### src/sv/infix_to_postfix_converter_core_defines.svh
// Assertion macros for the RTL; itp_ctrl includes them.
`ifndef INFIX_TO_POSTFIX_CONVERTER_CORE_DEFINES_SVH
`define INFIX_TO_POSTFIX_CONVERTER_CORE_DEFINES_SVH

// Implication checked on every clock edge outside reset.
`define ITP_ASSERT_IMP(label, ante, cons, msg) \
  label: assert property (@(posedge clk_i) disable iff (!rst_ni) (ante) |-> (cons)) \
    else $error(msg);

// Condition that must never be true outside reset.
`define ITP_ASSERT_NEVER(label, cond, msg) \
  label: assert property (@(posedge clk_i) disable iff (!rst_ni) !(cond)) \
    else $error(msg);

// Implication whose consequence is checked in the next cycle.
`define ITP_ASSERT_NEXT(label, ante, cons, msg) \
  label: assert property (@(posedge clk_i) disable iff (!rst_ni) (ante) |=> (cons)) \
    else $error(msg);

`endif

### src/sv/itp_pkg.sv
`timescale 1ns / 1ps

package itp_pkg;

  localparam int StackDepth = 32;
  localparam int AddrW      = $clog2(StackDepth);
  localparam int CountW     = $clog2(StackDepth + 1);
  localparam int SymW       = 3;

  typedef enum logic [1:0] {
    StToken          = 2'd0,
    StOverflow       = 2'd1,
    StUnmatchedClose = 2'd2,
    StUnmatchedOpen  = 2'd3
  } status_e;

  typedef enum logic [SymW-1:0] {
    SymOpen  = 3'd0,
    SymPlus  = 3'd1,
    SymMinus = 3'd2,
    SymMul   = 3'd3,
    SymDiv   = 3'd4,
    SymPow   = 3'd5
  } sym_e;

  typedef enum logic [2:0] {
    ClsOperand = 3'd0,
    ClsOper    = 3'd1,
    ClsOpen    = 3'd2,
    ClsClose   = 3'd3,
    ClsOther   = 3'd4
  } cls_e;

  localparam logic [7:0] ChDigitLo = 8'd48;
  localparam logic [7:0] ChDigitHi = 8'd57;
  localparam logic [7:0] ChLowerLo = 8'd97;
  localparam logic [7:0] ChLowerHi = 8'd122;
  localparam logic [7:0] ChOpen    = 8'h28;
  localparam logic [7:0] ChClose   = 8'h29;
  localparam logic [7:0] ChPlus    = 8'h2b;
  localparam logic [7:0] ChMinus   = 8'h2d;
  localparam logic [7:0] ChMul     = 8'h2a;
  localparam logic [7:0] ChDiv     = 8'h2f;
  localparam logic [7:0] ChPow     = 8'h5e;

  typedef struct packed {
    logic [7:0] in_char;
    logic       is_last;
  } in_word_t;

  typedef struct packed {
    logic [7:0] out_token;
    status_e    status;
    logic       last_of_run;
    logic       end_of_expression;
  } out_word_t;

  typedef struct packed {
    logic             we;
    logic [AddrW-1:0] waddr;
    logic [SymW-1:0]  wdata;
    logic [AddrW-1:0] raddr;
  } ram_req_t;

  function automatic cls_e char_class(logic [7:0] c);
    cls_e cls;
    cls = ClsOther;
    if ((c >= ChDigitLo && c <= ChDigitHi) || (c >= ChLowerLo && c <= ChLowerHi)) begin
      cls = ClsOperand;
    end else if (c == ChPlus || c == ChMinus || c == ChMul || c == ChDiv || c == ChPow) begin
      cls = ClsOper;
    end else if (c == ChOpen) begin
      cls = ClsOpen;
    end else if (c == ChClose) begin
      cls = ClsClose;
    end
    return cls;
  endfunction

  function automatic sym_e char_sym(logic [7:0] c);
    sym_e s;
    unique case (c)
      ChPlus:  s = SymPlus;
      ChMinus: s = SymMinus;
      ChMul:   s = SymMul;
      ChDiv:   s = SymDiv;
      ChPow:   s = SymPow;
      default: s = SymOpen;
    endcase
    return s;
  endfunction

  function automatic logic [7:0] sym_char(sym_e s);
    logic [7:0] c;
    unique case (s)
      SymOpen:  c = ChOpen;
      SymPlus:  c = ChPlus;
      SymMinus: c = ChMinus;
      SymMul:   c = ChMul;
      SymDiv:   c = ChDiv;
      SymPow:   c = ChPow;
      default:  c = 8'd0;
    endcase
    return c;
  endfunction

  function automatic logic [1:0] sym_prec(sym_e s);
    logic [1:0] p;
    unique case (s) inside
      SymPlus, SymMinus: p = 2'd1;
      SymMul, SymDiv:    p = 2'd2;
      SymPow:            p = 2'd3;
      default:           p = 2'd0;
    endcase
    return p;
  endfunction

endpackage

### src/sv/itp_stack_ram.sv
`timescale 1ns / 1ps

module itp_stack_ram #(
  parameter int Depth = 32,
  parameter int Width = 3,
  localparam int AW   = $clog2(Depth)
) (
  input  logic             clk_i,
  input  logic             we_i,
  input  logic [AW-1:0]    waddr_i,
  input  logic [Width-1:0] wdata_i,
  input  logic [AW-1:0]    raddr_i,
  output logic [Width-1:0] rdata_o
);

  logic [Width-1:0] mem [Depth];
  logic [Width-1:0] rdata_q;

  always_ff @(posedge clk_i) begin
    if (we_i) begin
      mem[waddr_i] <= wdata_i;
    end
  end

  // Write-first: a read of the entry being written returns the new data.
  always_ff @(posedge clk_i) begin
    if (we_i && waddr_i == raddr_i) begin
      rdata_q <= wdata_i;
    end else begin
      rdata_q <= mem[raddr_i];
    end
  end

  assign rdata_o = rdata_q;

endmodule

### src/sv/itp_ctrl.sv
`timescale 1ns / 1ps
`include "infix_to_postfix_converter_core_defines.svh"

module itp_ctrl import itp_pkg::*; (
  input  logic            clk_i,
  input  logic            rst_ni,
  input  logic            in_valid_i,
  output logic            in_ready_o,
  input  in_word_t        in_word_i,
  input  logic            out_free_i,
  output logic            out_push_o,
  output out_word_t       out_word_o,
  output ram_req_t        ram_req_o,
  input  logic [SymW-1:0] rd_data_i
);

  localparam logic [1:0] S_IDLE  = 2'd0;
  localparam logic [1:0] S_ACT   = 2'd1;
  localparam logic [1:0] S_FLUSH = 2'd2;
  localparam logic [1:0] S_DONE  = 2'd3;

  localparam logic [CountW-1:0] CountFull = CountW'(StackDepth);

  logic [1:0]        state_q, state_d;
  logic [CountW-1:0] cnt_q, cnt_d;
  logic              hold_v_q, hold_v_d;
  out_word_t         hold_q, hold_d;
  logic [7:0]        char_q;
  logic              last_q;
  cls_e              cls_q;
  sym_e              code_q;

  logic      emit_req, do_push, do_pop, adv, go;
  out_word_t emit_word;
  sym_e      top_sym;
  logic [1:0] in_prec, top_prec;
  logic [1:0] adv_st;

  assign top_sym    = sym_e'(rd_data_i);
  assign in_prec    = sym_prec(code_q);
  assign top_prec   = sym_prec(top_sym);
  assign adv_st     = last_q ? S_FLUSH : S_DONE;
  assign in_ready_o = (state_q == S_IDLE);

  always_comb begin
    state_d    = state_q;
    cnt_d      = cnt_q;
    hold_v_d   = hold_v_q;
    hold_d     = hold_q;
    emit_req   = 1'b0;
    emit_word  = '0;
    do_push    = 1'b0;
    do_pop     = 1'b0;
    adv        = 1'b0;
    out_push_o = 1'b0;
    out_word_o = hold_q;

    unique case (state_q)
      S_IDLE: begin
        if (in_valid_i) begin
          state_d = S_ACT;
        end
      end
      S_ACT: begin
        case (cls_q)
          ClsOperand: begin
            emit_req  = 1'b1;
            emit_word = '{out_token: char_q, status: StToken, default: '0};
            adv       = 1'b1;
          end
          ClsOper: begin
            if (code_q != SymPow && cnt_q != '0 && top_sym != SymOpen
                && top_prec >= in_prec) begin
              emit_req  = 1'b1;
              emit_word = '{out_token: sym_char(top_sym), status: StToken, default: '0};
              do_pop    = 1'b1;
            end else if (cnt_q >= CountFull) begin
              emit_req  = 1'b1;
              emit_word = '{out_token: char_q, status: StOverflow, default: '0};
              adv       = 1'b1;
            end else begin
              do_push = 1'b1;
              adv     = 1'b1;
            end
          end
          ClsOpen: begin
            if (cnt_q >= CountFull) begin
              emit_req  = 1'b1;
              emit_word = '{out_token: char_q, status: StOverflow, default: '0};
            end else begin
              do_push = 1'b1;
            end
            adv = 1'b1;
          end
          ClsClose: begin
            if (cnt_q != '0) begin
              do_pop = 1'b1;
              if (top_sym == SymOpen) begin
                adv = 1'b1;
              end else begin
                emit_req  = 1'b1;
                emit_word = '{out_token: sym_char(top_sym), status: StToken, default: '0};
              end
            end else begin
              emit_req  = 1'b1;
              emit_word = '{out_token: char_q, status: StUnmatchedClose, default: '0};
              adv       = 1'b1;
            end
          end
          default: adv = 1'b1;
        endcase
      end
      S_FLUSH: begin
        if (cnt_q != '0) begin
          emit_req = 1'b1;
          do_pop   = 1'b1;
          if (top_sym == SymOpen) begin
            emit_word = '{out_token: ChOpen, status: StUnmatchedOpen, default: '0};
          end else begin
            emit_word = '{out_token: sym_char(top_sym), status: StToken, default: '0};
          end
        end else begin
          state_d = S_DONE;
        end
      end
      S_DONE: begin
        // Release the held word as the final one of this character.
        if (hold_v_q) begin
          if (out_free_i) begin
            out_push_o                   = 1'b1;
            out_word_o.last_of_run       = 1'b1;
            out_word_o.end_of_expression = last_q;
            hold_v_d                     = 1'b0;
            state_d                      = S_IDLE;
          end
        end else begin
          state_d = S_IDLE;
        end
      end
      default: state_d = S_IDLE;
    endcase

    // A new word displaces the held one, which then is known not to be final.
    go = !emit_req || !hold_v_q || out_free_i;
    if (go) begin
      if (do_push) begin
        cnt_d = cnt_q + 1'b1;
      end
      if (do_pop) begin
        cnt_d = cnt_q - 1'b1;
      end
      if (adv) begin
        state_d = adv_st;
      end
      if (emit_req) begin
        if (hold_v_q) begin
          out_push_o = 1'b1;
        end
        hold_d   = emit_word;
        hold_v_d = 1'b1;
      end
    end
  end

  // Keep the read address one below the next count so the top is always ready.
  always_comb begin
    ram_req_o.we    = do_push && go;
    ram_req_o.waddr = AddrW'(cnt_q);
    ram_req_o.wdata = code_q;
    ram_req_o.raddr = (cnt_d == '0) ? '0 : AddrW'(cnt_d - 1'b1);
  end

  always_ff @(posedge clk_i or negedge rst_ni) begin
    if (!rst_ni) begin
      state_q  <= S_IDLE;
      cnt_q    <= '0;
      hold_v_q <= 1'b0;
    end else begin
      state_q  <= state_d;
      cnt_q    <= cnt_d;
      hold_v_q <= hold_v_d;
    end
  end

  always_ff @(posedge clk_i) begin
    hold_q <= hold_d;
    if (in_valid_i && in_ready_o) begin
      char_q <= in_word_i.in_char;
      last_q <= in_word_i.is_last;
      cls_q  <= char_class(in_word_i.in_char);
      code_q <= char_sym(in_word_i.in_char);
    end
  end

  `ITP_ASSERT_NEVER(a_cnt_range, cnt_q > CountFull, "stack count beyond depth")
  `ITP_ASSERT_IMP(a_push_room, ram_req_o.we, cnt_q < CountFull, "push into full stack")
  `ITP_ASSERT_IMP(a_push_free, out_push_o, out_free_i, "word pushed into busy output")
  `ITP_ASSERT_IMP(a_idle_hold, state_q == S_IDLE, !hold_v_q, "held word left in idle")
  `ITP_ASSERT_NEXT(a_accept_act, in_valid_i && in_ready_o, state_q == S_ACT, "accept lost")

endmodule

### src/sv/infix_to_postfix_converter_core.sv
`timescale 1ns / 1ps

// Shunting-yard infix to postfix converter. One ASCII character enters per
// accepted in_word; operands leave at once, operators wait on a 32-entry stack
// held in a synchronous RAM and leave as postfix tokens, with status codes for
// overflow and unmatched parentheses. A character is taken while idle; the
// active state then pushes it or pops one operator per pass (a matching '('
// is dropped on its last pass), and a last character flushes the stack before
// the done state. The pop loop runs one entry a cycle because the RAM read port
// always prefetches the entry below the next stack count. Each character's last
// word is held back to mark last_of_run, and back-pressure stalls the pop loop.
module infix_to_postfix_converter_core import itp_pkg::*; (
  input  logic      clk_i,
  input  logic      rst_ni,
  input  logic      in_valid_i,
  output logic      in_ready_o,
  input  in_word_t  in_word_i,
  output logic      out_valid_o,
  input  logic      out_ready_i,
  output out_word_t out_word_o
);

  ram_req_t        ram_req;
  logic [SymW-1:0] rd_data;
  logic            out_free, out_push;
  out_word_t       push_word;
  logic            out_valid_q;
  out_word_t       out_word_q;

  assign out_free = !out_valid_q || out_ready_i;

  itp_ctrl u_ctrl (
    .clk_i      (clk_i),
    .rst_ni     (rst_ni),
    .in_valid_i (in_valid_i),
    .in_ready_o (in_ready_o),
    .in_word_i  (in_word_i),
    .out_free_i (out_free),
    .out_push_o (out_push),
    .out_word_o (push_word),
    .ram_req_o  (ram_req),
    .rd_data_i  (rd_data)
  );

  itp_stack_ram #(
    .Depth (StackDepth),
    .Width (SymW)
  ) u_stack_ram (
    .clk_i   (clk_i),
    .we_i    (ram_req.we),
    .waddr_i (ram_req.waddr),
    .wdata_i (ram_req.wdata),
    .raddr_i (ram_req.raddr),
    .rdata_o (rd_data)
  );

  always_ff @(posedge clk_i or negedge rst_ni) begin
    if (!rst_ni) begin
      out_valid_q <= 1'b0;
    end else if (out_push) begin
      out_valid_q <= 1'b1;
    end else if (out_ready_i) begin
      out_valid_q <= 1'b0;
    end
  end

  always_ff @(posedge clk_i) begin
    if (out_push) begin
      out_word_q <= push_word;
    end
  end

  assign out_valid_o = out_valid_q;
  assign out_word_o  = out_word_q;

endmodule
### config.mk
export PLATFORM = sky130hd
export DESIGN_NAME = infix_to_postfix_converter_core
export DESIGN_NICKNAME = d
export VERILOG_FILES = /design/src/sv/itp_pkg.sv /design/src/sv/itp_stack_ram.sv /design/src/sv/itp_ctrl.sv /design/src/sv/infix_to_postfix_converter_core.sv
export VERILOG_INCLUDE_DIRS = /design/src /design/src/sv
export SDC_FILE = /design/constraint.sdc
export NUM_CORES = 1
export LEC_CHECK = 0
export ABC_AREA = 1
export BUFFER_PORTS_ARGS = -buffer_cell sky130_fd_sc_hd__buf_2
export CAP_MARGIN = 10
export CORE_MARGIN = 10
export CORE_UTILIZATION = 35
export DETAILED_ROUTE_END_ITERATION = 6
export PLACE_DENSITY = 0.59
export SYNTH_ARGS = -nofsm -noshare
export SYNTH_HDL_FRONTEND = slang
export SYNTH_SLANG_ARGS = --single-unit
### constraint.sdc
create_clock -name clk_i -period 7.5 [get_ports clk_i]
set_input_delay 0.75 -clock clk_i [delete_from_list [all_inputs] [get_ports clk_i]]
set_output_delay 0.75 -clock clk_i [all_outputs]
set_load 0.03 [all_outputs]
=== After elaboration in Yosys (flattened, before gate mapping) ===
Memory sizes are Yosys's and may differ from the RTL's. A register that Yosys moved wholly into a read port is not among the register bits.
Index checks and enable logic that the tools add are counted.

* Bits in registers: 49
* Bits in writable memories: 96
* Input bits: 13
* Output and inout bits: 14
* Logic and storage cells: 149
* Memories kept: 1

* Add/sub/neg operators: 3
* $lt $le $gt $ge: 6
* Eq/ne operators: 24
* Mux-type cells: 65
* Reductions and logical operators: 32

{| class="wikitable"
|+ Memory list
! name !! words !! width !! read ports !! clocked after Yosys merged registers in !! wr ports !! RTL line !! RTL
|-
| u_stack_ram.mem || 32 || 3 || 1 || 1 || 1 || itp_stack_ram.sv:16 || <nowiki>logic [Width-1:0] mem [Depth];</nowiki>
|}

{| class="wikitable"
|+ Operator list
! operator !! number
|-
| $mux W12 || 6
|-
| $eq A8 B6 Y1 const B || 6
|-
| $pmux W12 S4 || 1
|-
| $pmux W7 S6 || 1
|-
| $pmux W7 S5 || 1
|-
| $mux W1 || 30
|-
| $pmux W12 S2 || 1
|-
| $mux W2 || 10
|-
| $eq A3 B2 Y1 const B || 6
|-
| $mux W6 || 3
|-
| $pmux W2 S3 || 3
|-
| $pmux W3 S5 || 1
|-
| $eq A3 B3 Y1 const B || 4
|-
| $pmux W1 S2 || 5
|-
| $reduce_or A2 Y1 || 5
|-
| $eq A3 B1 Y1 const B || 3
|-
| $eq A8 B7 Y1 const B || 1
|-
| $ge A8 B6 Y1 const B || 1
|-
| $ge A8 B7 Y1 const B || 1
|-
| $le A8 B6 Y1 const B || 1
|-
| $le A8 B7 Y1 const B || 1
|-
| $logic_or A1 B1 Y1 || 8
|-
| $logic_and A1 B1 Y1 || 7
|-
| $add A6 B1 Y6 const B || 1
|-
| other kinds (19) || 23
|}

=== Depth between registers and ports, before layout ===
* Depth after elaboration: 14
* Mapped depth: 33
* Depth with buffers taken out: 31

=== By module ===
Synthesis repeated with hierarchy kept, for this count alone.

* Cells, all modules: 738
* Area total of the unflattened synthesis: 7185.6 um2

{| class="wikitable"
|+ By module, submodules not included
! module !! instances !! cells an instance !! area each (um2)
|-
| itp_stack_ram || 1 || 379 || 4167.7
|-
| itp_ctrl || 1 || 342 || 2612.5
|-
| infix_to_postfix_converter_core || 1 || 17 || 405.4
|}

=== Worst setup path after synthesis ===
Ideal clock, no wire load.

* Path type: register to register
* Start point: register with a tool-made name
* End point: register with a tool-made name
* Data arrival time: 3.458 ns
* Slack: 3.933 ns
* Cell stages (with the launch flop): 31
* Buffers on the path: 3
* Period minus slack after synthesis: 3.567 ns
* Path through: dfxtp_1 -> inv_2 -> buf_6 -> buf_2 -> nand2_1 -> nand3_1 -> nand3_1 -> nand2_1 -> nand2_1 -> nand3_1 -> nand2_2 -> inv_1 -> nand3_1 -> and2_1 -> ha_1 -> inv_1 -> nand2_1 -> a21oi_1 -> a311oi_1 -> nand3_2 -> nand3_1 -> nand2_1 -> nand2_2 -> nand2_2 -> buf_6 -> nand3_1 -> nand2_1 -> ha_1 -> xor2_1 -> nand2_1 -> inv_1

==> results_dict.tcl <==
set metrics [dict create \
    finalPower_mw 3.22 \
    min_path_type "input pin to asynchronous set/reset pin" \
    tightest_slew_ns 0.936 \
    fin_skew_ns 0.00863 \
    grt_max_degree 50 \
    die_area_um2 26300 \
    yosysWarnings 0 \
    period_minus_slack_ns 5.00 \
    synth_area_leader_cell "edfxtp_1" \
    period_share 0.667 \
    hpwlAfterDp_um 10700 \
    wire_per_inst_um 15.4 \
    pin_count 27 \
    htreeDepth 4 \
    grt_pass1_vias 5067 \
    ir_drop_mv 0.224 \
    hold_violations 0 \
    overflow 0 \
    yosysUniqueCellTypes 39 \
    p_leak_nw 3.16 \
    wl_um 16100 \
    die_height_um 162 \
    synthTopCellsByCount "235 x nand2_1, 133 x edfxtp_1, 108 x nand3_1" \
    die_x_um 162 \
    synth-edff-count 133 \
    core_area_um2 19700 \
    power_density_nw_per_um2 403 \
    cts_max_path_buffers 2 \
    setup_viol 0 \
    drt_pass1_iterations 5 \
    grt.total_usage 0.126 \
    critPathKind "register to register" \
    synth_cells 739 \
    yosysSeqAreaShare 0.613 \
    post_cts_buffers 0 \
    layout-drive-gt1-share 0.100 \
    placed_cell_area_um2 7430 \
    syn_nets 763 \
    slew-limit-headroom 0.374 \
    synth_top_area_frac 0.564 \
    via_per_inst 4.90 \
    drt_iter0_drc 417 \
    cap_violations 0 \
    fin_setup_tns_ns 0 \
    cp.arrival_ns 5.15 \
    antenna_found_initial 0 \
    endpoint_kind "register" \
    synth_ff_type "edfxtp_1" \
    drc 0 \
    cts_tree "built" \
    cts_sinks 148 \
    synth_area_um2 7080 \
    ys_seq_elements 148 \
    portBuffers 26 \
    cts_root_buf "clkbuf_16" \
    gp_congestion 0.850 \
    cts.hold.buffers_added 0 \
    required_ns 7.65 \
    vias 5110 \
    diodes 0 \
    drv_slew 0 \
    syn2layout_area_growth_pct 12.7 \
    synth_most_common_cell "nand2_1" \
    status "complete, no violations" \
    layout.nets 789 \
    fmax_mhz 200 \
    start_util 0.359 \
    stdcell_area_um2 7980 \
    postRouteAntennaNets 0 \
    grt_pass1_wl_um 26400 \
    cp_max_fo 25 \
    rsz0062_at_grt "no" \
    cp-start-kind "register" \
    cts_buffers 17 \
    rows 51 \
    nFillCells 1929 \
    synthTopCellsByArea "edfxtp_1 56%, nand2_1 12%, nand3_1 7.6%, nor2_1 3.9%, dfrtp_1 3.5%" \
    clock_latency_ns 0.42 \
    synth_area_per_cell_um2 9.59 \
    whs_ns 0.187 \
    path_clk_slew_ns 0.06 \
    cts-resized-gates 0 \
    async_flop_share 0.0676 \
]
==> cells by family after synthesis <==
logic type / synth area share
buffers and inverters: 0.0521
AOI/OAI and AO/OA: 0.0352
DFF: 0.613
xor gates and xnor gates: 0.00989
adders and majority gates: 0.0194
muxes: 0.00141
and+or+nand+nor: 0.269
==> per-layer routing <==
metal  up-vias  routed length, um  global-route usage
met1      2416               7650               0.168
met5         -                  0                   0
met3        15                735              0.0273
met4         0                199              0.0422
met2       139               7490               0.197
li1       2540                  -                   -
==> metrics by stage <==
stage	setup WS [ns]	std cells	util
6_report	2.50	1042	0.405
5_1_grt	1.92	1042	0.405
4_1_cts	2.45	1042	0.405
3_5_place_dp	2.46	1011	0.377
3_3_place_gp	2.59	1011	0.377
2_1_floorplan	3.93	739	-
==> layout make-up <==
class	instances	area, um2	area share
inverter	60	225	0.0282
multi-input combinational	508	2370	0.297
clock inverter	10	110	0.0138
timing repair buffer	30	160	0.0201
tap	265	332	0.0415
clock buffer	21	440	0.0552
sequential	148	4340	0.544
==> critical path: stages (launching register included) <==
cell      delay [ns]
dfxtp_1         0.91
inv_2           0.41
nand3_1         0.19
nand3_1         0.10
nand2_1         0.11
nand2_1         0.06
nand3_1         0.11
nand2_2         0.09
inv_1           0.14
nand3_1         0.10
and2_1          0.16
ha_1            0.27
inv_1           0.03
nand2_1         0.05
a21oi_1         0.06
a311oi_1        0.41
nand3_2         0.20
nand3_1         0.14
nand2_1         0.07
nand2_2         0.09
nand2_2         0.20
inv_2           0.17
nor2_2          0.07
nand2_1         0.39
nor2_1          0.18
==> registers in the layout, indices dropped and copies added, names as in the netlist, named ones only <==
signal / count
u_ctrl.code_q: 3
out_valid_o: 1
out_word_o: 12
u_ctrl.cnt_q: 6
u_ctrl.last_q: 1
u_ctrl.cls_q: 3
u_stack_ram.mem: 96
u_ctrl.hold_v_q: 1
u_ctrl.out_word_o: 10
u_ctrl.char_q: 8
u_ctrl.state_q: 2
==> report_power, final <==
group / switching [mW] / leakage, nW / internal, mW / total, mW
Sequential: 0.0979 / 1.39 / 1.04 / 1.14
Combinational: 0.897 / 1.51 / 0.374 / 1.27
Clock: 0.321 / 0.272 / 0.485 / 0.806
Total: 1.32 / 3.16 / 1.90 / 3.22
==> path summary, 6_finish.rpt <==
check                           cells past startpoint                    end            startpoint  slack (ns)
worst max-delay path                               24  u_stack_ram.mem[7][0]              register        2.50
worst min-delay path                                1      u_ctrl.state_q[0]                rst_ni        0.19
worst max register to register                     24  u_stack_ram.mem[7][0]              register        2.50
worst min register to register                      0          out_word_o[3]  u_ctrl.out_word_o[3]        0.42
max in group asynchronous                           1        u_ctrl.cnt_q[2]                rst_ni        7.11
min in group clk_i                                  0          out_word_o[3]  u_ctrl.out_word_o[3]        0.42
==> placed cells by master, fill, tap and decap left out, drive strengths merged, types with 2 or more instances in the layout <==
cell,count
inv,59
clkbuf,21
xnor2,2
dfxtp,5
nor3,10
bufinv,2
dfrtp,10
buf,30
edfxtp,133
o211ai,5
a21oi,18
nor2,75
nand2,246
ha,11
nand4,5
o21ai,10
nand3,110
xor2,6
clkinv,9
(Power assumes the default switching activity.)
